**config.mk**
```make
export PLATFORM = sky130hd
export DESIGN_NAME = spherical_to_cartesian_store
export DESIGN_NICKNAME = d
export VERILOG_FILES = /design/src/sv/s2c_pkg.sv /design/src/sv/s2c_cordic.sv /design/src/sv/s2c_mul.sv /design/src/sv/spherical_to_cartesian_store.sv
export SDC_FILE = /design/constraint.sdc
export NUM_CORES = 2
export LEC_CHECK = 0
export BUFFER_PORTS_ARGS = -buffer_cell sky130_fd_sc_hd__buf_2
export CORE_AREA = 5 5 385 387
export DETAILED_ROUTE_END_ITERATION = 8
export DIE_AREA = 0 0 390 392
export PLACE_DENSITY = 0.64
export SLEW_MARGIN = 10
export SYNTH_ARGS = -nofsm -noshare
export SYNTH_HDL_FRONTEND = slang
export SYNTH_SLANG_ARGS = --single-unit
```
**constraint.sdc**
```tcl
create_clock -name clk -period 13.35 [get_ports clk]
set_clock_uncertainty 0.15 [all_clocks]
set_input_delay 0 -clock clk [delete_from_list [all_inputs] [get_ports clk]]
set_output_delay 0 -clock clk [all_outputs]
set_load 0.02 [all_outputs]
```
**src/sv/s2c_pkg.sv**
```systemverilog
`default_nettype none

package s2c_pkg;

    // fixed-point widths
    localparam int ANGLE_W     = 16;
    localparam int TRIG_W      = 32;   // signed Q2.30
    localparam int ZACC_W      = 34;   // angle accumulator, 2^-32 turn units
    localparam int MUL_A_W     = 34;   // radius or unsaturated r*sin
    localparam int MUL_B_W     = 32;   // trig value
    localparam int PROD_W      = MUL_A_W + MUL_B_W;
    localparam int RND_W       = PROD_W - 30;
    localparam int CAP_W       = 24;
    localparam int SLOT_OUT_W  = 24;
    localparam int ATAN_ENTRIES = 24;
    localparam int ATAN_IDX_W  = 5;

    localparam logic [TRIG_W-1:0] CORDIC_GAIN   = 32'd652032874;
    localparam logic [CAP_W-1:0]  CAPACITY_RST  = 24'd10000000;

    typedef struct packed {
        logic [31:0] radius;
        logic [15:0] polar_angle;
        logic [15:0] azimuth_angle;
        logic [31:0] lambda_bits;
    } point_in_t;

    typedef struct packed {
        logic signed [31:0] cart_x;
        logic signed [31:0] cart_y;
        logic signed [31:0] cart_z;
        logic [31:0]        tag_out;
        logic [23:0]        slot_index;
        logic               stored;
    } point_out_t;

    // sequencer to cordic
    typedef struct packed {
        logic               start;
        logic [ANGLE_W-1:0] angle;
    } cordic_req_t;

    // cordic to sequencer
    typedef struct packed {
        logic                     done;
        logic signed [TRIG_W-1:0] cos_val;
        logic signed [TRIG_W-1:0] sin_val;
    } cordic_res_t;

    typedef enum logic [2:0] {
        ST_IDLE,
        ST_THETA,
        ST_PHI,
        ST_MUL_RS,
        ST_MUL_RC,
        ST_MUL_X,
        ST_MUL_Y,
        ST_FIN
    } state_t;

    // arctangent per step in 2^-32 turn units
    function automatic logic [31:0] atan_lut(input logic [ATAN_IDX_W-1:0] idx);
        logic [31:0] v;
        unique case (idx)
            5'd0:  v = 32'h20000000;
            5'd1:  v = 32'h12E4051E;
            5'd2:  v = 32'h09FB385B;
            5'd3:  v = 32'h051111D4;
            5'd4:  v = 32'h028B0D43;
            5'd5:  v = 32'h0145D7E1;
            5'd6:  v = 32'h00A2F61E;
            5'd7:  v = 32'h00517C55;
            5'd8:  v = 32'h0028BE53;
            5'd9:  v = 32'h00145F2F;
            5'd10: v = 32'h000A2F98;
            5'd11: v = 32'h000517CC;
            5'd12: v = 32'h00028BE6;
            5'd13: v = 32'h000145F3;
            5'd14: v = 32'h0000A2FA;
            5'd15: v = 32'h0000517D;
            5'd16: v = 32'h000028BE;
            5'd17: v = 32'h0000145F;
            5'd18: v = 32'h00000A30;
            5'd19: v = 32'h00000518;
            5'd20: v = 32'h0000028C;
            5'd21: v = 32'h00000146;
            5'd22: v = 32'h000000A3;
            5'd23: v = 32'h00000051;
            default: v = 32'h00000000;
        endcase
        return v;
    endfunction

endpackage

`default_nettype wire

```
**src/sv/s2c_cordic.sv**
```systemverilog
`default_nettype none

module s2c_cordic #(
    parameter int CORDIC_STEPS = 16
) (
    input  wire                       clk,
    input  wire                       rst_n,
    input  wire s2c_pkg::cordic_req_t req,
    output s2c_pkg::cordic_res_t      res
);
    import s2c_pkg::*;

    localparam int STEPS  = (CORDIC_STEPS < ATAN_ENTRIES) ? CORDIC_STEPS : ATAN_ENTRIES;
    localparam int STEP_W = (STEPS > 1) ? $clog2(STEPS) : 1;

    logic signed [TRIG_W-1:0] x_reg, x_next;
    logic signed [TRIG_W-1:0] y_reg, y_next;
    logic signed [ZACC_W-1:0] z_reg, z_next;
    logic [STEP_W-1:0]        step_reg, step_next;
    logic                     flip_reg, flip_next;
    logic                     busy_reg, busy_next;
    logic                     done_reg, done_next;

    logic [ANGLE_W-1:0]       folded;
    logic signed [TRIG_W-1:0] dx, dy;
    logic signed [ZACC_W-1:0] atan_z;
    logic                     last_step;

    // fold the angle into [-1/4, 1/4) turn, flip sign of results outside
    assign folded = {req.angle[ANGLE_W-1] ^ (req.angle[ANGLE_W-1] != req.angle[ANGLE_W-2]),
                     req.angle[ANGLE_W-2:0]};

    // one micro-rotation per cycle
    assign dx        = y_reg >>> step_reg;
    assign dy        = x_reg >>> step_reg;
    assign atan_z    = $signed({{(ZACC_W-32){1'b0}}, atan_lut(ATAN_IDX_W'(step_reg))});
    assign last_step = (step_reg == STEP_W'(STEPS - 1));

    always_comb
    begin
        x_next    = x_reg;
        y_next    = y_reg;
        z_next    = z_reg;
        step_next = step_reg;
        flip_next = flip_reg;
        busy_next = busy_reg;
        done_next = 1'b0;
        if (req.start)
        begin
            x_next    = $signed(CORDIC_GAIN);
            y_next    = '0;
            z_next    = $signed({{(ZACC_W-ANGLE_W-16){folded[ANGLE_W-1]}}, folded, 16'h0000});
            step_next = '0;
            flip_next = (req.angle[ANGLE_W-1] != req.angle[ANGLE_W-2]);
            busy_next = 1'b1;
        end
        else if (busy_reg)
        begin
            if (!z_reg[ZACC_W-1])
            begin
                x_next = x_reg - dx;
                y_next = y_reg + dy;
                z_next = z_reg - atan_z;
            end
            else
            begin
                x_next = x_reg + dx;
                y_next = y_reg - dy;
                z_next = z_reg + atan_z;
            end
            step_next = step_reg + STEP_W'(1);
            if (last_step)
            begin
                busy_next = 1'b0;
                done_next = 1'b1;
            end
        end
    end

    // control state
    always_ff @(posedge clk or negedge rst_n)
    begin
        if (!rst_n)
        begin
            busy_reg <= 1'b0;
            done_reg <= 1'b0;
        end
        else
        begin
            busy_reg <= busy_next;
            done_reg <= done_next;
        end
    end

    // datapath
    always_ff @(posedge clk)
    begin
        x_reg    <= x_next;
        y_reg    <= y_next;
        z_reg    <= z_next;
        step_reg <= step_next;
        flip_reg <= flip_next;
    end

    // results hold until the next start
    assign res.done    = done_reg;
    assign res.cos_val = flip_reg ? -x_reg : x_reg;
    assign res.sin_val = flip_reg ? -y_reg : y_reg;

endmodule

`default_nettype wire

```
**src/sv/s2c_mul.sv**
```systemverilog
`default_nettype none

module s2c_mul (
    input  wire                                clk,
    input  wire                                load,
    input  wire signed [s2c_pkg::MUL_A_W-1:0]  a,
    input  wire signed [s2c_pkg::MUL_B_W-1:0]  b,
    output logic signed [s2c_pkg::RND_W-1:0]   rnd
);
    import s2c_pkg::*;

    logic signed [PROD_W-1:0] prod_reg, prod_next;
    logic signed [PROD_W-1:0] biased;

    // product register, loaded one operand pair at a time
    always_comb
    begin
        prod_next = load ? PROD_W'(a * b) : prod_reg;
    end

    always_ff @(posedge clk)
    begin
        prod_reg <= prod_next;
    end

    // q30 to q0 with halves rounded up, floor shift
    assign biased = prod_reg + $signed(PROD_W'(64'h2000_0000));
    assign rnd    = biased[PROD_W-1:30];

endmodule

`default_nettype wire

```
**src/sv/spherical_to_cartesian_store.sv**
```systemverilog
`default_nettype none
// one point at a time: in_stall stays high from acceptance until the result is registered,
// since the single cordic unit is run twice (theta, phi) and the shared multiplier
//   does four products
// the input side takes a new point while a finished result waits on the output
// reset: asynchronous active low, slot counter cleared, capacity set to 10000000

module spherical_to_cartesian_store #(
    parameter int INDEX_WIDTH  = 24,
    parameter int CORDIC_STEPS = 16
) (
    input  wire                       clk,
    input  wire                       rst_n,
    input  wire                       in_valid,
    output logic                      in_stall,
    input  wire s2c_pkg::point_in_t   in_data,
    output logic                      out_valid,
    input  wire                       out_stall,
    output s2c_pkg::point_out_t       out_data,
    input  wire                       cfg_valid,
    output logic                      cfg_ready,
    input  wire [s2c_pkg::CAP_W-1:0]  cfg_data
);
    import s2c_pkg::*;

    localparam int CMP_W = (INDEX_WIDTH > CAP_W) ? INDEX_WIDTH : CAP_W;
    localparam logic [INDEX_WIDTH-1:0] SLOT_MAX = '1;

    state_t state_reg, state_next;

    logic [INDEX_WIDTH-1:0]   slot_reg, slot_next;
    logic [CAP_W-1:0]         cap_reg, cap_next;
    logic                     out_valid_reg, out_valid_next;
    point_out_t               out_data_reg, out_data_next;

    logic [31:0]              r_reg, r_next;
    logic [15:0]              az_reg, az_next;
    logic [31:0]              tag_reg, tag_next;
    logic signed [TRIG_W-1:0] ct_reg, ct_next;
    logic signed [TRIG_W-1:0] st_reg, st_next;
    logic signed [RND_W-1:0]  rs_reg, rs_next;
    logic signed [RND_W-1:0]  rc_reg, rc_next;
    logic signed [RND_W-1:0]  xx_reg, xx_next;

    cordic_req_t              cor_req;
    cordic_res_t              cor_res;
    logic                     mul_load;
    logic signed [MUL_A_W-1:0] mul_a;
    logic signed [MUL_B_W-1:0] mul_b;
    logic signed [RND_W-1:0]  mul_rnd;
    logic                     out_free;

    function automatic logic signed [31:0] sat32(input logic signed [RND_W-1:0] v);
        logic signed [31:0] s;
        if (v[RND_W-1:31] == '0 || v[RND_W-1:31] == '1)
            s = v[31:0];
        else if (v[RND_W-1])
            s = 32'sh8000_0000;
        else
            s = 32'sh7FFF_FFFF;
        return s;
    endfunction

    s2c_cordic #(
        .CORDIC_STEPS(CORDIC_STEPS)
    ) u_cordic (
        .clk   (clk),
        .rst_n (rst_n),
        .req   (cor_req),
        .res   (cor_res)
    );

    s2c_mul u_mul (
        .clk  (clk),
        .load (mul_load),
        .a    (mul_a),
        .b    (mul_b),
        .rnd  (mul_rnd)
    );

    assign out_free = !out_valid_reg || !out_stall;

    // sequencer: next state and datapath control
    always_comb
    begin
        state_next     = state_reg;
        slot_next      = slot_reg;
        cap_next       = cap_reg;
        out_valid_next = out_valid_reg;
        out_data_next  = out_data_reg;
        r_next         = r_reg;
        az_next        = az_reg;
        tag_next       = tag_reg;
        ct_next        = ct_reg;
        st_next        = st_reg;
        rs_next        = rs_reg;
        rc_next        = rc_reg;
        xx_next        = xx_reg;
        cor_req.start  = 1'b0;
        cor_req.angle  = in_data.polar_angle;
        mul_load       = 1'b0;
        mul_a          = $signed({2'b00, r_reg});
        mul_b          = st_reg;

        // capacity register write
        if (cfg_valid)
            cap_next = cfg_data;

        // output beat taken
        if (out_valid_reg && !out_stall)
            out_valid_next = 1'b0;

        unique case (state_reg)
            ST_IDLE:
            begin
                if (in_valid)
                begin
                    r_next        = in_data.radius;
                    az_next       = in_data.azimuth_angle;
                    tag_next      = in_data.lambda_bits;
                    cor_req.start = 1'b1;
                    state_next    = ST_THETA;
                end
            end
            ST_THETA:
            begin
                cor_req.angle = az_reg;
                if (cor_res.done)
                begin
                    ct_next       = cor_res.cos_val;
                    st_next       = cor_res.sin_val;
                    cor_req.start = 1'b1;
                    state_next    = ST_PHI;
                end
            end
            ST_PHI:
            begin
                if (cor_res.done)
                    state_next = ST_MUL_RS;
            end
            ST_MUL_RS:
            begin
                mul_load   = 1'b1;
                state_next = ST_MUL_RC;
            end
            ST_MUL_RC:
            begin
                rs_next    = mul_rnd;
                mul_load   = 1'b1;
                mul_b      = ct_reg;
                state_next = ST_MUL_X;
            end
            ST_MUL_X:
            begin
                rc_next    = mul_rnd;
                mul_load   = 1'b1;
                mul_a      = MUL_A_W'(rs_reg);
                mul_b      = cor_res.cos_val;
                state_next = ST_MUL_Y;
            end
            ST_MUL_Y:
            begin
                xx_next    = mul_rnd;
                mul_load   = 1'b1;
                mul_a      = MUL_A_W'(rs_reg);
                mul_b      = cor_res.sin_val;
                state_next = ST_FIN;
            end
            ST_FIN:
            begin
                if (out_free)
                begin
                    out_valid_next           = 1'b1;
                    out_data_next.cart_x     = sat32(xx_reg);
                    out_data_next.cart_y     = sat32(mul_rnd);
                    out_data_next.cart_z     = sat32(rc_reg);
                    out_data_next.tag_out    = tag_reg;
                    out_data_next.slot_index = SLOT_OUT_W'(slot_reg);
                    out_data_next.stored     = (CMP_W'(slot_reg) < CMP_W'(cap_reg));
                    if (slot_reg != SLOT_MAX)
                        slot_next = slot_reg + INDEX_WIDTH'(1);
                    state_next = ST_IDLE;
                end
            end
            default:
            begin
                state_next = ST_IDLE;
            end
        endcase
    end

    // control state
    always_ff @(posedge clk or negedge rst_n)
    begin
        if (!rst_n)
        begin
            state_reg     <= ST_IDLE;
            slot_reg      <= '0;
            cap_reg       <= CAPACITY_RST;
            out_valid_reg <= 1'b0;
        end
        else
        begin
            state_reg     <= state_next;
            slot_reg      <= slot_next;
            cap_reg       <= cap_next;
            out_valid_reg <= out_valid_next;
        end
    end

    // payload registers
    always_ff @(posedge clk)
    begin
        out_data_reg <= out_data_next;
        r_reg        <= r_next;
        az_reg       <= az_next;
        tag_reg      <= tag_next;
        ct_reg       <= ct_next;
        st_reg       <= st_next;
        rs_reg       <= rs_next;
        rc_reg       <= rc_next;
        xx_reg       <= xx_next;
    end

    assign in_stall  = (state_reg != ST_IDLE);
    assign cfg_ready = 1'b1;
    assign out_valid = out_valid_reg;
    assign out_data  = out_data_reg;

    // checks
    a_accept_starts: assert property (@(posedge clk) disable iff (!rst_n)
        in_valid && !in_stall |=> state_reg == ST_THETA)
        else $error("accepted beat did not start the theta rotation");

    a_done_in_rotation: assert property (@(posedge clk) disable iff (!rst_n)
        cor_res.done |-> (state_reg == ST_THETA || state_reg == ST_PHI))
        else $error("cordic finished outside a rotation state");

    a_slot_monotonic: assert property (@(posedge clk) disable iff (!rst_n)
        1'b1 |=> slot_reg >= $past(slot_reg))
        else $error("slot counter went backward");

    a_fin_delivers: assert property (@(posedge clk) disable iff (!rst_n)
        state_reg == ST_FIN && out_free |=> out_valid_reg && state_reg == ST_IDLE)
        else $error("finished point not moved to the output register");

    a_slot_step: assert property (@(posedge clk) disable iff (!rst_n)
        state_reg != ST_FIN |=> slot_reg == $past(slot_reg))
        else $error("slot counter moved outside result delivery");

endmodule

`default_nettype wire

```
==> summary.md <==
| Metric | Value |
|---|---|
| Status | completed |
| Post_cts resized | 0 |
| Ys flop type | edfxtp_1 |
| CTS tree | built |
| Critical Path AT | 12360 ps |
| Final Util | a little under three fifths |
| Delay of the slowest critical-path stage | 1020 ps |
| Core area | 144500 sq um |
| Beginning of the worst hold path | in_data[51] |
| Largest register FFs | 153 |
| Final hold viol count | 0 |
| CP Data Required Time | 13610 ps |
| Distinct cell type count of the synthesized netlist | 96 |
| Initial antenna violation count | 5 |
| Largest net degree at the start of global routing | 102 |
| Critical-path maximum fanout | 34 |
| Worst Setup Start Kind | flop |
| Worst skew pair latency | 700 ps |
| Synth-to-Final Area Change | 12.62% |
| WL/cell | 23.32 microns |
| Nets | 9322 |
| Cell Rows | 140 |
| Sequential area share after synthesis | roughly a quarter |
| Synthesis Warnings | 0 |
| Total of max-cap violations | 0 |
| Aggregate global-route resource usage | 29.84% |
| Max-slew violations | 0 |
| Global-route wire length before repair | 345700 microns |
| Clock Sinks | between 600 and 700 |
| Vias in the first global route | a little under 60000 |
| Hold Path Class | input port to flop |
| Final setup violation count | 0 |
| RSZ-0062 raised after global routing | no |
| Gpl congestion | 0.9894 |
| WL final | 226500 microns |
| Clock buffer depth | 3 |
| WL met3 | approximately 20000 microns |
| DIE WIDTH | 390 microns |
| Via density per instance | approximately 5.7 |
| Die area | 152900 sq um |
| Reg2reg setup slack | 1250 ps |
| Final setup TNS | 0 ps |
| Die Y | 392 microns |
| Clk pin slew, worst setup/hold paths | roughly 60 ps |
| Headroom to the max-slew limit | just over 7% |
| Post-DRT Antenna Nets | 0 |
| Average cell area after synthesis | 9.797 sq um |
| Critical path's most frequent cell | fa_1 |
| Crit. End Element | flop |
| DRT iter0 DRCs | 4533 |
| Hold EP | u_cordic.z_reg[19] |
| CP max stage cell | o221ai_4 |
| Hold depth | 4 |
| Mapped Area | just over 70000 sq um |
| Hpwl dp | 170300 microns |
| Met2 wire len | 104600 microns |
| Slew at the pin with the worst max-slew slack | 1391 ps |
| Congestion Overflow GR | 0 |
| Ys async rst share | 8.612% |
| Period utilization | 90.63% |
| Initial Util | 49.58% |
| Worst r2r path cells | 34 |
| Root buffer cell | clkbuf_16 |
| Post-CTS Hold Fix Bufs | approximately 280 |
| Reg2reg end | u_mul.prod_reg[63] |
| Port Buf Inserts | 279 |
| Final critical-path required period | 12100 ps |
| Highest metal used | met5 |
| Worst r2r src | u_cordic.y_reg[7] |
| Number of synthesized flops with an enable pin | 459 |
| Maximum clock rate | 82.65 MHz |
| Share of cells above drive strength 1 | 9.822% |
| Setup Buffers After CTS | 0 |
| Vias post-DR | between 50000 and 60000 |
| CTS Buf Count | 74 |
| Drt pass-1 iters | 6 |
| Kind of critical path | flop to flop |
| Io pins | 281 |
| H-tree depth | 3 |
| Yosys reg bits | 627 |
| Syn_nets | between 8000 and 9000 |
| M1 WL | 88040 microns |
| Gate Count Post-Synth | approximately 7300 |
| Drt drc | 0 |
[per-stage QoR]
| stage | instances | hold slack [ps] | instance area (sq um) | worst slack (ps) |
|---|---|---|---|---|
| after floorplan | 7313 | -445.6 | 71650 | 2687 |
| after global placement | 9297 | 26.07 | 75530 | 1564 |
| after detailed placement | 9297 | 28.10 | 75540 | 1405 |
| after CTS | 9706 | 5.059 | 80670 | 1395 |
| after global routing | 9706 | 93.16 | 80670 | 590.3 |
| final | 9711 | 84.28 | 80680 | 1251 |
[critical path, delay by kind of cell (launching register included)]
kind / cells / cell delay, ps
buffers and inverters: 4 / 480
AOI/OAI and AO/OA: 7 / 2670
DFF: 1 / 410
xor gates and xnor gates: 2 / 290
and+or+nand+nor: 12 / 3800
adders and majority gates: 9 / 4010
[cells in the final DEF, fill, tap and decap left out, drive strengths merged, types with 33 or more instances in the layout]
master / n
a21o: 124
a21oi: 212
a31oi: 46
and2: 68
and3: 45
buf: 435
clkbuf: 85
clkinv: 44
dfrtp: 46
dfxtp: 114
dlygate4sd3: 276
edfxtp: 459
fa: 1144
ha: 321
inv: 1224
mux2: 34
mux2i: 126
mux4: 63
nand2: 1018
nand2b: 59
nand3: 65
nor2: 666
nor3: 70
o21a: 33
o21ai: 222
xnor2: 209
xor2: 140
[metal layers]
| layer | vias to the layer above | global-route usage, % |
|---|---|---|
| li1 | 24205 | - |
| met1 | 27971 | 39.12 |
| met2 | 2572 | 48.14 |
| met3 | 562 | 5.505 |
| met4 | 2 | 14.39 |
| met5 | - | 0 |
[synth_stat cells, types with 19 or more instances]
master,count,area share [%]
ha_1,321,5.6
xnor2_1,208,2.5
a211oi_1,27,0.28
buf_1,30,0.16
mux2i_1,126,1.8
nand2_1,1018,5.3
a21oi_1,212,1.5
o21bai_1,20,0.21
a31oi_1,46,0.40
nor3_1,70,0.49
and2_1,68,0.59
dfrtp_1,46,1.6
dfxtp_1,114,3.2
o21a_1,33,0.35
nand3_1,65,0.45
o211ai_1,20,0.21
nor2_1,665,3.5
clkbuf_1,304,1.6
fa_1,1144,32
mux2_2,34,0.53
o21ai_0,213,1.5
a21o_1,124,1.3
buf_2,19,0.13
edfxtp_1,459,19
o22ai_1,30,0.26
nor2b_1,29,0.25
and3_1,45,0.39
nand2b_1,59,0.52
nand4_1,24,0.21
xor2_1,140,1.7
mux4_2,63,2.0
inv_1,1220,6.4
[cell families (layout without fill, tap and decap cells)]
logic type,after synthesis,after routing,share of synthesized area (%)
other cells,1,6,0.005234
simple gates,2135,2135,12.67
xor+xnor,349,349,4.277
flops,627,627,24.32
compound gates,919,919,8.393
fa+ha+maj,1465,1465,37.57
mux,223,223,4.275
buf+inv,1594,2070,8.484
[how the worst max path moves through the flow]
stage | startpoint | to | slack [ps]
after CTS | u_cordic.y_reg[1] | u_mul.prod_reg[65] | 1400
after global placement | u_cordic.y_reg[1] | u_mul.prod_reg[65] | 1560
after global routing | u_cordic.y_reg[1] | u_mul.prod_reg[65] | 590
after detailed placement | u_cordic.y_reg[1] | u_mul.prod_reg[65] | 1400
final | u_cordic.y_reg[7] | u_mul.prod_reg[63] | 1250
after floorplan | u_cordic.y_reg[2] | u_mul.prod_reg[65] | 2690
[cell type report]
| cell class | instances | area, sq um |
|---|---|---|
| diodes | 5 | 12.51 |
| fillers | 12711 | 63830 |
| flip-flops and latches | 627 | 17440 |
| inverters | 1226 | 4602 |
| clock inverters | 48 | 430.4 |
| well taps | 1917 | 2399 |
| multi-input cells | 5092 | 48490 |
| clock buffers | 85 | 1936 |
| repair buffers | 711 | 5380 |
Power is left out: the tool's default activity adds up to more than one toggle a clock period on the data nets, which glitch-free logic cannot reach.
